<file path="config.mk">
export PLATFORM = sky130hd
export DESIGN_NAME = rau_control
export DESIGN_NICKNAME = d
export VERILOG_FILES = /design/src/hw/rtl/assert_macros.svh /design/src/hw/rtl/rau_pkg.sv /design/src/hw/rtl/rau_control.sv
export SDC_FILE = /design/constraint.sdc
export NUM_CORES = 1
export LEC_CHECK = 0
export BUFFER_PORTS_ARGS = -buffer_cell sky130_fd_sc_hd__buf_2
export CAP_MARGIN = 10
export CORE_AREA = 2 2 50 52
export CTS_CLUSTER_DIAMETER = 150
export CTS_CLUSTER_SIZE = 25
export DETAILED_ROUTE_END_ITERATION = 8
export DIE_AREA = 0 0 52 54
export PLACE_DENSITY = 0.77
export SLEW_MARGIN = 20
export SYNTH_ARGS = -nofsm -noshare
export SYNTH_HDL_FRONTEND = slang
export SYNTH_SLANG_ARGS = --single-unit
</file>
<file path="constraint.sdc">
create_clock -name clk -period 3 [get_ports clk]
set_clock_uncertainty 0.05 [all_clocks]
set_input_delay 0.9 -clock clk [delete_from_list [all_inputs] [get_ports clk]]
set_output_delay 0.9 -clock clk [all_outputs]
set_load 0.05 [all_outputs]
</file>
<file path="src/hw/rtl/assert_macros.svh">
// ----------------------------------------------------------------------------
// assert_macros
// Assertion helper macros for the rational arithmetic unit.
// ----------------------------------------------------------------------------
`ifndef ASSERT_MACROS_SVH
`define ASSERT_MACROS_SVH
// property that holds at every edge out of reset
`define RAU_ASSERT(label, prop, msg) \
    label: assert property (@(posedge clk) disable iff (!rst_n) (prop)) else $error(msg);
// implication, next cycle
`define RAU_ASSERT_NEXT(label, ante, cons, msg) \
    label: assert property (@(posedge clk) disable iff (!rst_n) (ante) |=> (cons)) \
        else $error(msg);
`endif

</file>
<file path="src/hw/rtl/rau_pkg.sv">
// ----------------------------------------------------------------------------
// rau_pkg
// Shared types and codes of the rational arithmetic unit.
// ----------------------------------------------------------------------------
package rau_pkg;
    localparam int unsigned WORD_BITS = 32;
    localparam int unsigned WIDE_BITS = 2 * WORD_BITS;

    localparam logic [3:0] OP_NORM = 4'd0;
    localparam logic [3:0] OP_ADD  = 4'd1;
    localparam logic [3:0] OP_SUB  = 4'd2;
    localparam logic [3:0] OP_MUL  = 4'd3;
    localparam logic [3:0] OP_DIV  = 4'd4;
    localparam logic [3:0] OP_NEG  = 4'd5;
    localparam logic [3:0] OP_EQ   = 4'd6;
    localparam logic [3:0] OP_NE   = 4'd7;
    localparam logic [3:0] OP_GT   = 4'd8;
    localparam logic [3:0] OP_LT   = 4'd9;
    localparam logic [3:0] OP_LE   = 4'd10;
    localparam logic [3:0] OP_GE   = 4'd11;

    localparam logic [1:0] ST_OK       = 2'd0;
    localparam logic [1:0] ST_ZERO_DEN = 2'd1;
    localparam logic [1:0] ST_OVERFLOW = 2'd2;

    // datapath commands
    typedef enum logic [3:0] {
        CMD_NONE    = 4'd0,
        CMD_LOAD    = 4'd1,  // capture request, normalize signs
        CMD_GCD_A   = 4'd2,  // start gcd on A
        CMD_RED_A   = 4'd3,  // start divides of A by gcd
        CMD_GCD_B   = 4'd4,
        CMD_RED_B   = 4'd5,
        CMD_MUL1    = 4'd6,  // first cross products
        CMD_MUL2    = 4'd7,  // second products, combine
        CMD_GCD_R   = 4'd8,
        CMD_RED_R   = 4'd9,
        CMD_FINISH  = 4'd10
    } cmd_t;

    typedef struct packed {
        cmd_t cmd;
    } ctl_t;

    typedef struct packed {
        logic busy;      // gcd loop, pending transfer or shared divider working
        logic early;     // result already known after load
        logic is_cmp;    // comparison op
        logic is_neg;    // negate or normalize: no combine step
    } sts_t;
endpackage

</file>
<file path="src/hw/rtl/rau_control.sv">
// ----------------------------------------------------------------------------
// rau_control
// Sequencer: load, reduce operands, form products, reduce result, deliver.
// ----------------------------------------------------------------------------
module rau_control (
    input  logic          clk,
    input  logic          rst_n,
    input  logic          in_fire,
    input  logic          out_fire,
    input  rau_pkg::sts_t sts,
    output rau_pkg::ctl_t ctl,
    output logic          idle,
    output logic          done
);
    typedef enum logic [12:0] {
        S_IDLE  = 13'b0000000000001,
        S_LOAD  = 13'b0000000000010,
        S_GA    = 13'b0000000000100,
        S_RA    = 13'b0000000001000,
        S_GB    = 13'b0000000010000,
        S_RB    = 13'b0000000100000,
        S_M1    = 13'b0000001000000,
        S_M2    = 13'b0000010000000,
        S_GR    = 13'b0000100000000,
        S_RR    = 13'b0001000000000,
        S_FIN   = 13'b0010000000000,
        S_DONE  = 13'b0100000000000,
        S_WAIT  = 13'b1000000000000
    } state_t;

    state_t state_reg, state_next;
    state_t ret_reg, ret_next;

    always_comb
    begin
        state_next = state_reg;
        ret_next   = ret_reg;
        ctl.cmd    = rau_pkg::CMD_NONE;
        case (state_reg)
            S_IDLE:
                if (in_fire)
                begin
                    ctl.cmd    = rau_pkg::CMD_LOAD;
                    state_next = S_LOAD;
                end
            S_LOAD:
                state_next = sts.early ? S_DONE : S_GA;
            S_GA:
            begin
                ctl.cmd    = rau_pkg::CMD_GCD_A;
                ret_next   = S_RA;
                state_next = S_WAIT;
            end
            S_RA:
            begin
                ctl.cmd    = rau_pkg::CMD_RED_A;
                ret_next   = sts.is_neg ? S_FIN : S_GB;
                state_next = S_WAIT;
            end
            S_GB:
            begin
                ctl.cmd    = rau_pkg::CMD_GCD_B;
                ret_next   = S_RB;
                state_next = S_WAIT;
            end
            S_RB:
            begin
                ctl.cmd    = rau_pkg::CMD_RED_B;
                ret_next   = S_M1;
                state_next = S_WAIT;
            end
            S_M1:
            begin
                ctl.cmd    = rau_pkg::CMD_MUL1;
                state_next = S_M2;
            end
            S_M2:
            begin
                ctl.cmd    = rau_pkg::CMD_MUL2;
                state_next = sts.is_cmp ? S_DONE : S_GR;
            end
            S_GR:
            begin
                ctl.cmd    = rau_pkg::CMD_GCD_R;
                ret_next   = S_RR;
                state_next = S_WAIT;
            end
            S_RR:
            begin
                ctl.cmd    = rau_pkg::CMD_RED_R;
                ret_next   = S_DONE;
                state_next = S_WAIT;
            end
            S_FIN:
            begin
                ctl.cmd    = rau_pkg::CMD_FINISH;
                state_next = S_DONE;
            end
            S_WAIT:
                if (!sts.busy)
                    state_next = ret_reg;
            S_DONE:
                if (out_fire)
                    state_next = S_IDLE;
            default:
                state_next = S_IDLE;
        endcase
    end

    always_ff @(posedge clk or negedge rst_n)
    begin
        if (!rst_n)
        begin
            state_reg <= S_IDLE;
            ret_reg   <= S_IDLE;
        end
        else
        begin
            state_reg <= state_next;
            ret_reg   <= ret_next;
        end
    end

    assign idle = (state_reg == S_IDLE);
    assign done = (state_reg == S_DONE);
endmodule

</file>
==> results of run 1 <==
## cell type report
class                   count  area, µm²  share of cell area [%]
inverters                   3       11.3                   0.759
multi-input cells         105        714                    48.2
well taps                  30       37.5                    2.53
repair buffers             24        165                    11.1
flip-flops and latches     21        528                    35.6
clock buffers               4       26.3                    1.77
## repair_timing
action	in CTS	in global routing
pin swaps	3	1
setup endpoints to repair	4	4
resized for setup	6	4
buffers inserted	0	1
hold buffers	0	0
## cell usage in the layout (no fill, tap or decap), drive strengths merged, types with 4 or more instances in the layout
cell type,instances
dfrtp,19
or4,4
nor2b,5
o21ai,7
and2,8
buf,24
nor2,12
clkbuf,4
nor3,7
nand2,9
a21oi,8
## power groups by stage
| stage | Sequential [mW] | Combinational, mW | Clock [mW] |
|---|---|---|---|
| 4_1_cts | 0.353 | 0.394 | 0.143 |
| 3_3_place_gp | 0.356 | 0.369 | 0 |
| 6_report | 0.352 | 0.416 | 0.138 |
| 5_1_grt | 0.358 | 0.448 | 0.155 |
| 2_1_floorplan | 0.349 | 0.288 | 0 |
| 3_5_place_dp | 0.358 | 0.377 | 0 |
## kinds of logic after synthesis
logic type      count (synthesis)  synth area share, %
compound gates                 32                 17.5
xor+xnor                        4                 2.84
buf+inv                         7                 3.34
flops                          21                 42.8
mux                             1                0.912
simple gates                   68                 32.6
## stage by stage
stage | setup TNS [ns] | setup WS [ns] | area, µm²
6_report | -0.154 | -0.133 | 1480
5_1_grt | -0.354 | -0.170 | 1480
4_1_cts | -0.153 | -0.113 | 1460
3_5_place_dp | 0 | 0.0995 | 1420
3_3_place_gp | 0 | 0.149 | 1420
2_1_floorplan | -0.117 | -0.117 | 1270
## worst register-to-register path, stage by stage, from the launching register on
cell and delay [ns]:
dfrtp_1 0.39, buf_4 0.16, nor2_1 0.07, buf_4 0.15, a221oi_1 0.52, o22ai_4 0.15, or4_1 0.55, a21oi_1 0.19
## per-layer routing
metal / global-route usage [%] / part of all wire (%) / vias up
li1: - / - / 537
met1: 31.7 / 42 / 546
met2: 40.5 / 49 / 45
met3: 3.89 / 6.3 / 7
met4: 12.3 / 2.1 / 0
met5: 0 / 0 / -
## cells in the mapped netlist, drive strengths merged
cell,instances,area [µm²]
a22o,2,17.5
nand4,2,12.5
and2b,2,15.0
nor4,3,18.8
a21oi,8,40.0
xor2,3,26.3
and2,8,50.1
mux2,1,11.3
nand4b,1,8.76
and3,2,12.5
inv,3,11.3
nor3b,1,7.51
a211oi,1,7.51
clkbuf,2,7.51
nand2,9,33.8
o31ai,1,7.51
dfrtp,19,475
nand3,2,10.0
o41ai,1,8.76
a22oi,1,7.51
a221oi,2,17.5
or4b,1,10.0
or2,1,6.26
o211ai,1,7.51
dfstp,2,52.6
o22ai,1,6.26
nor2,12,45.0
nor4b,1,8.76
or4,4,41.3
nand3b,2,15.0
a21o,3,22.5
nor2b,5,31.3
nor3,7,35.0
xnor2,1,8.76
o21ai,7,35.0
nand2b,3,18.8
and4b,2,22.5
buf,2,22.5
a32o,3,30.0
a2111oi,1,8.76
## how the worst min path moves through the flow
stage	from	endpoint	slack (ns)	cells after the start
after floorplan	ret_reg[11]	ret_reg[11]	0.40	1
after global placement	ret_reg[6]	state_reg[6]	0.41	1
after detailed placement	ret_reg[6]	state_reg[6]	0.42	1
after CTS	ret_reg[6]	state_reg[6]	0.45	1
after global routing	ret_reg[0]	ret_reg[0]	0.47	1
final	ret_reg[6]	state_reg[6]	0.44	1
==> run metrics, run 1 <==
status=complete, but fails checks; violated checks=setup timing; Setup crit start kind=flop; VDD IR max=about 500 µV; CTS tree=yes; Avg Cell Area, Syn=slightly above 9 µm²; Placed Cells=roughly 180; buffers and inverters on the worst path=1; Synth Instances=between 100 and 150; first-pass GRT wire length=between 5000 and 6000 µm; Final Util=approximately 64%; area of the die=2810 µm²; critical path depth=4; fmax=between 300 and 400 MHz; total vias in the final route=roughly 1,100; drt pass-1 iters=4; htree depth=1; FF+latch count, synth=21; Setup Viol. Count Final=2; # diodes=0; part of the cycle the worst path needs=104%; Clock Tree Buf Depth=2; Congestion Overflow GR=0; Pint=0.531 mW; YS warnings=0; MaxCap Viol Count=0; Worst Tran Pin Value=approximately 0.65 ns; Port Buffers=13; delay-heaviest family, CP=simple AND/OR/NAND/NOR gates; post-synthesis sequential area ratio=42.8%; Comb pwr share=between 40% and 50%; Die H=between 50 and 60 µm; largest net degree at the start of global routing=22; max reg flops=13; CP max FO=4; Psw=0.375 mW; WL per Instance=between 15 and 20 µm; Register-to-Register Path Depth=7; # nets final=roughly 170; Power Dens Cells=around 600 nW/µm²; crit path to=ctl[1]; Initial Utilization=roughly 53%; CP Launch Point=state_reg[7]; area grow syn2layout=20.1%; Hold Fails Final Rpt=0; boundary pin count=14; CP max-delay cell=or4_4; Finished Layout Cells=approximately 190; type of the worst min-delay path=reg -> reg; Slew Limit Headroom=56.8%; worst r2r src=state_reg[7]; vias per cell=6.07; dpl hpwl=2270 µm; worst-skew pair later-pin latency=0.31 ns; crit path kind=reg -> out; Arr. time, crit path=2.18 ns; fillers=207; sw frac=41.4%; CTS clk-pin slew, worst paths=roughly 0.11 ns; Critical Path RT=2.05 ns; ratio of cells with drive above 1 in the final layout=27.4%; Post-Syn Area=around 1200 µm²; DRT Wirelength=between 3000 and 4000 µm; Pwr Total=a little over 0.9 mW; type of destination of the critical path=primary output; vias in the first global route=1,077; Synth cell types=between 40 and 50; final setup margin=-0.133 ns; most frequent CP cell=or4_4; Clock power frac=15.3%; DR iter-0 viols=48; P_leak=slightly above 0.7 nW; CTS Buf Count=3; Antenna Nets Post-Route=0; DRC=0; syn nets=roughly 140; Clock Sinks=21; RSZ-0062 raised after global routing=true; sequential share of power=between 30 and 40%; GRT Util Overall=about a quarter; core area=about 2300 µm²; Die Wd=~52 µm; Final GP Congestion=approximately 0.86; critical path's largest stage delay=slightly below 0.6 ns; clock root buffer=clkbuf_4; r2r endpoint=state_reg[0]; initial antenna violation count=0; worst hold slack=about 0.44 ns; CP Cell Sequence=or4_4, or4_4, o22ai_4, buf_6; row count=18; final slew viol count=0; reg-to-reg slack, setup=approximately 0.70 ns; fin crit period=about 3.1 ns
No activity file was read; power rests on OpenSTA's default activity.
==> run 2, diff against run 1 <==
Clock period 3 ns to 3.4 ns, I/O delays scaled along.
==> run 2 against run 1 <==
The flow now finishes without violations. Combinational power decreased by 22%. Routed wire length fell by 4.5%. Clock power down 13%. Total power is 16% lower. Largest cell class unchanged. Sequential share of layout area increased by 2.3 points. Die area is the same. Register-to-register slack better by 0.46 ns. Core utilization is 3.5 points lower.
==> run metrics, run 2 (same netlist as run 1, synthesis figures left out) <==
status=finished, final reports clean (was complete, but fails checks); CP Launch Point=state_reg[5] (was state_reg[7]); final setup margin=0.0573 ns (was -0.133 ns); RSZ-0062 raised after global routing=false (was true); Comb pwr share=42.8% (was 45.9%); Die H=54 µm (unchanged); CTS Buf Count=3 (unchanged); Worst Tran Pin Value=0.607 ns (was 0.648 ns); DR iter-0 viols=38 (was 48); Power Dens Cells=541 nW/µm² (was 611 nW/µm²); fmax=about 300 MHz; ratio of cells with drive above 1 in the final layout=24.7% (was 27.4%); CP max-delay cell=or4_4 (unchanged); dpl hpwl=2110 µm (was 2270 µm); fin crit period=3.34 ns; # Post-CTS Setup Buffers=0 (unchanged); Slew Limit Headroom=59.5% (was 56.8%); # diodes=0 (unchanged); max reg flops=13 (unchanged); type of destination of the critical path=primary output (unchanged); core area=2320 µm² (unchanged); critical path's largest stage delay=0.57 ns (was 0.58 ns); type of the worst min-delay path=reg -> reg (unchanged); r2r endpoint=ret_reg[5] (was state_reg[0]); Hold-fix buffers, CTS=0 (unchanged); Port Buffers=13 (unchanged); boundary pin count=14 (unchanged); most frequent cells in the layout=dfrtp_1 (16), nor2_1 (11), buf_2 (11), nand2_1 (9) (was dfrtp_1 (19), buf_4 (13), nor2_1 (11), nand2_1 (9), buf_2 (9)); total vias in the final route=1,111 (was 1,135); MaxCap Viol Count=0 (unchanged); vias per cell=6.17 (was 6.07); WL per Instance=16.2 µm (was 16.3 µm); worst-skew pair later-pin latency=0.30 ns (was 0.31 ns); Hold Fails Final Rpt=0 (unchanged); first-pass GRT wire length=4820 µm (was 5020 µm); clock root buffer=clkbuf_4 (unchanged); DRT Wirelength=2920 µm (was 3050 µm); Final GP Congestion=0.839 (was 0.859); largest net degree at the start of global routing=22 (unchanged); commonest non-fill, non-tap cell in the layout=dfrtp_1 (unchanged); Worst Hold Path Cells=1 (unchanged); buffers and inverters on the worst path=1 (unchanged); vias in the first global route=1,077 (unchanged); VDD IR max=409 µV (was 512 µV); row count=18 (unchanged); pre-CTS WS=0.307 ns (was 0.0995 ns); Critical Path RT=2.33 ns (was 2.05 ns); Psw=0.313 mW (was 0.375 mW); final slew viol count=0 (unchanged); initial antenna violation count=0 (unchanged); Hold EP=ret_reg[9] (was state_reg[6]); Arr. time, crit path=2.27 ns (was 2.18 ns); worst r2r src=state_reg[2] (was state_reg[7]); Clock Tree Buf Depth=2 (unchanged); GRT Util Overall=23.4% (was 24.7%); CP Cell Sequence=or4_4, or4_4, o22ai_2, buf_6 (was or4_4, or4_4, o22ai_4, buf_6); Pint=0.445 mW (was 0.531 mW); htree depth=1 (unchanged); Setup TNS=0 ns (was -0.154 ns); # nets final=159 (was 166); sw frac=41.3% (was 41.4%); P_leak=0.678 nW (was 0.724 nW); Die Wd=52 µm (unchanged); Antenna Nets Post-Route=0 (unchanged); Hold Startpoint=ret_reg[9] (was ret_reg[6]); DRC=0 (unchanged); sequential share of power=41.3% (was 38.9%); CTS clk-pin slew, worst paths=0.11 ns (about the same); Clock Sinks=21 (unchanged); Clock power frac=15.9% (was 15.3%); most frequent CP cell=or4_4 (unchanged); drt pass-1 iters=5 (was 4); Setup Viol. Count Final=0 (was 2); Setup crit start kind=flop (unchanged); reg-to-reg slack, setup=1.16 ns (was 0.70 ns); Initial Utilization=53.2% (unchanged); area grow syn2layout=13.6% (was 20.1%); Register-to-Register Path Depth=6 (was 7); delay-heaviest family, CP=simple AND/OR/NAND/NOR gates (unchanged); crit path kind=reg -> out (unchanged); area of the die=2810 µm² (unchanged); Congestion Overflow GR=0 (unchanged); CP max FO=6 (was 4); part of the cycle the worst path needs=98.3%; CTS tree=yes (unchanged)
run 2: changes by cell type in the layout (fill, tap and decap cells not counted), sizes merged:
cell,previous run,this run
buf,24,16
clkbuf,4,5
run 2: cell type report:
| class | count | area [µm²] |
|---|---|---|
| fillers | 205 | 917 |
| flip-flops and latches | 21 | 532 |
| well taps | 30 | 37.5 |
| inverters | 3 | 11.3 |
| clock buffers | 4 | 26.3 |
| repair buffers | 17 | 104 |
| multi-input cells | 105 | 692 |
run 2: metal layers:
metal | GRT usage, % | part of all wire [%]
met1 | 28.9 | 44
met4 | 8.77 | 1.7
met3 | 3.61 | 5.7
met2 | 41.4 | 48
met5 | 0 | 0
run 2: power by group through the flow:
stage	sequential [mW]	combinational (mW)	clock, mW
finish	0.314	0.325	0.120
detailed placement	0.317	0.310	0
CTS	0.313	0.313	0.123
floorplan	0.308	0.245	0
global placement	0.316	0.305	0
global route	0.318	0.358	0.131
run 2: worst max path at each step:
stage | endpoint | slack, ns | depth (start not counted)
2_1_floorplan | ctl[1] | 0.02 | 4
3_3_place_gp | ctl[1] | 0.35 | 4
3_5_place_dp | ctl[1] | 0.31 | 4
4_1_cts | ctl[0] | 0.008 | 6
5_1_grt | ctl[1] | 0.01 | 4
6_report | ctl[1] | 0.06 | 4
run 2: metrics by stage:
stage	cells	util, %	instance area [µm²]	power (mW)	hold slack [ns]
after detailed placement	176	58.4	1360	0.627	0.423
after floorplan	133	-	1250	0.553	0.400
after CTS	180	59.7	1380	0.749	0.450
final	180	60.5	1400	0.758	0.452
after global routing	180	60.5	1400	0.807	0.469
after global placement	176	58.4	1360	0.621	0.419
run 2: worst reg2reg max path, cell delays in order, from the launching register on:
cell and delay (ns):
dfrtp_1 0.41, buf_4 0.18, nor4_1 0.43, nand3_1 0.12, a21oi_1 0.42, a21oi_1 0.26
a32o_1 0.27
run 2: what timing repair did:
| item | CTS | global route |
|---|---|---|
| resized for setup | 1 | 7 |
| pin swaps | 0 | 0 |
| endpoints found under the setup margin | 1 | 3 |
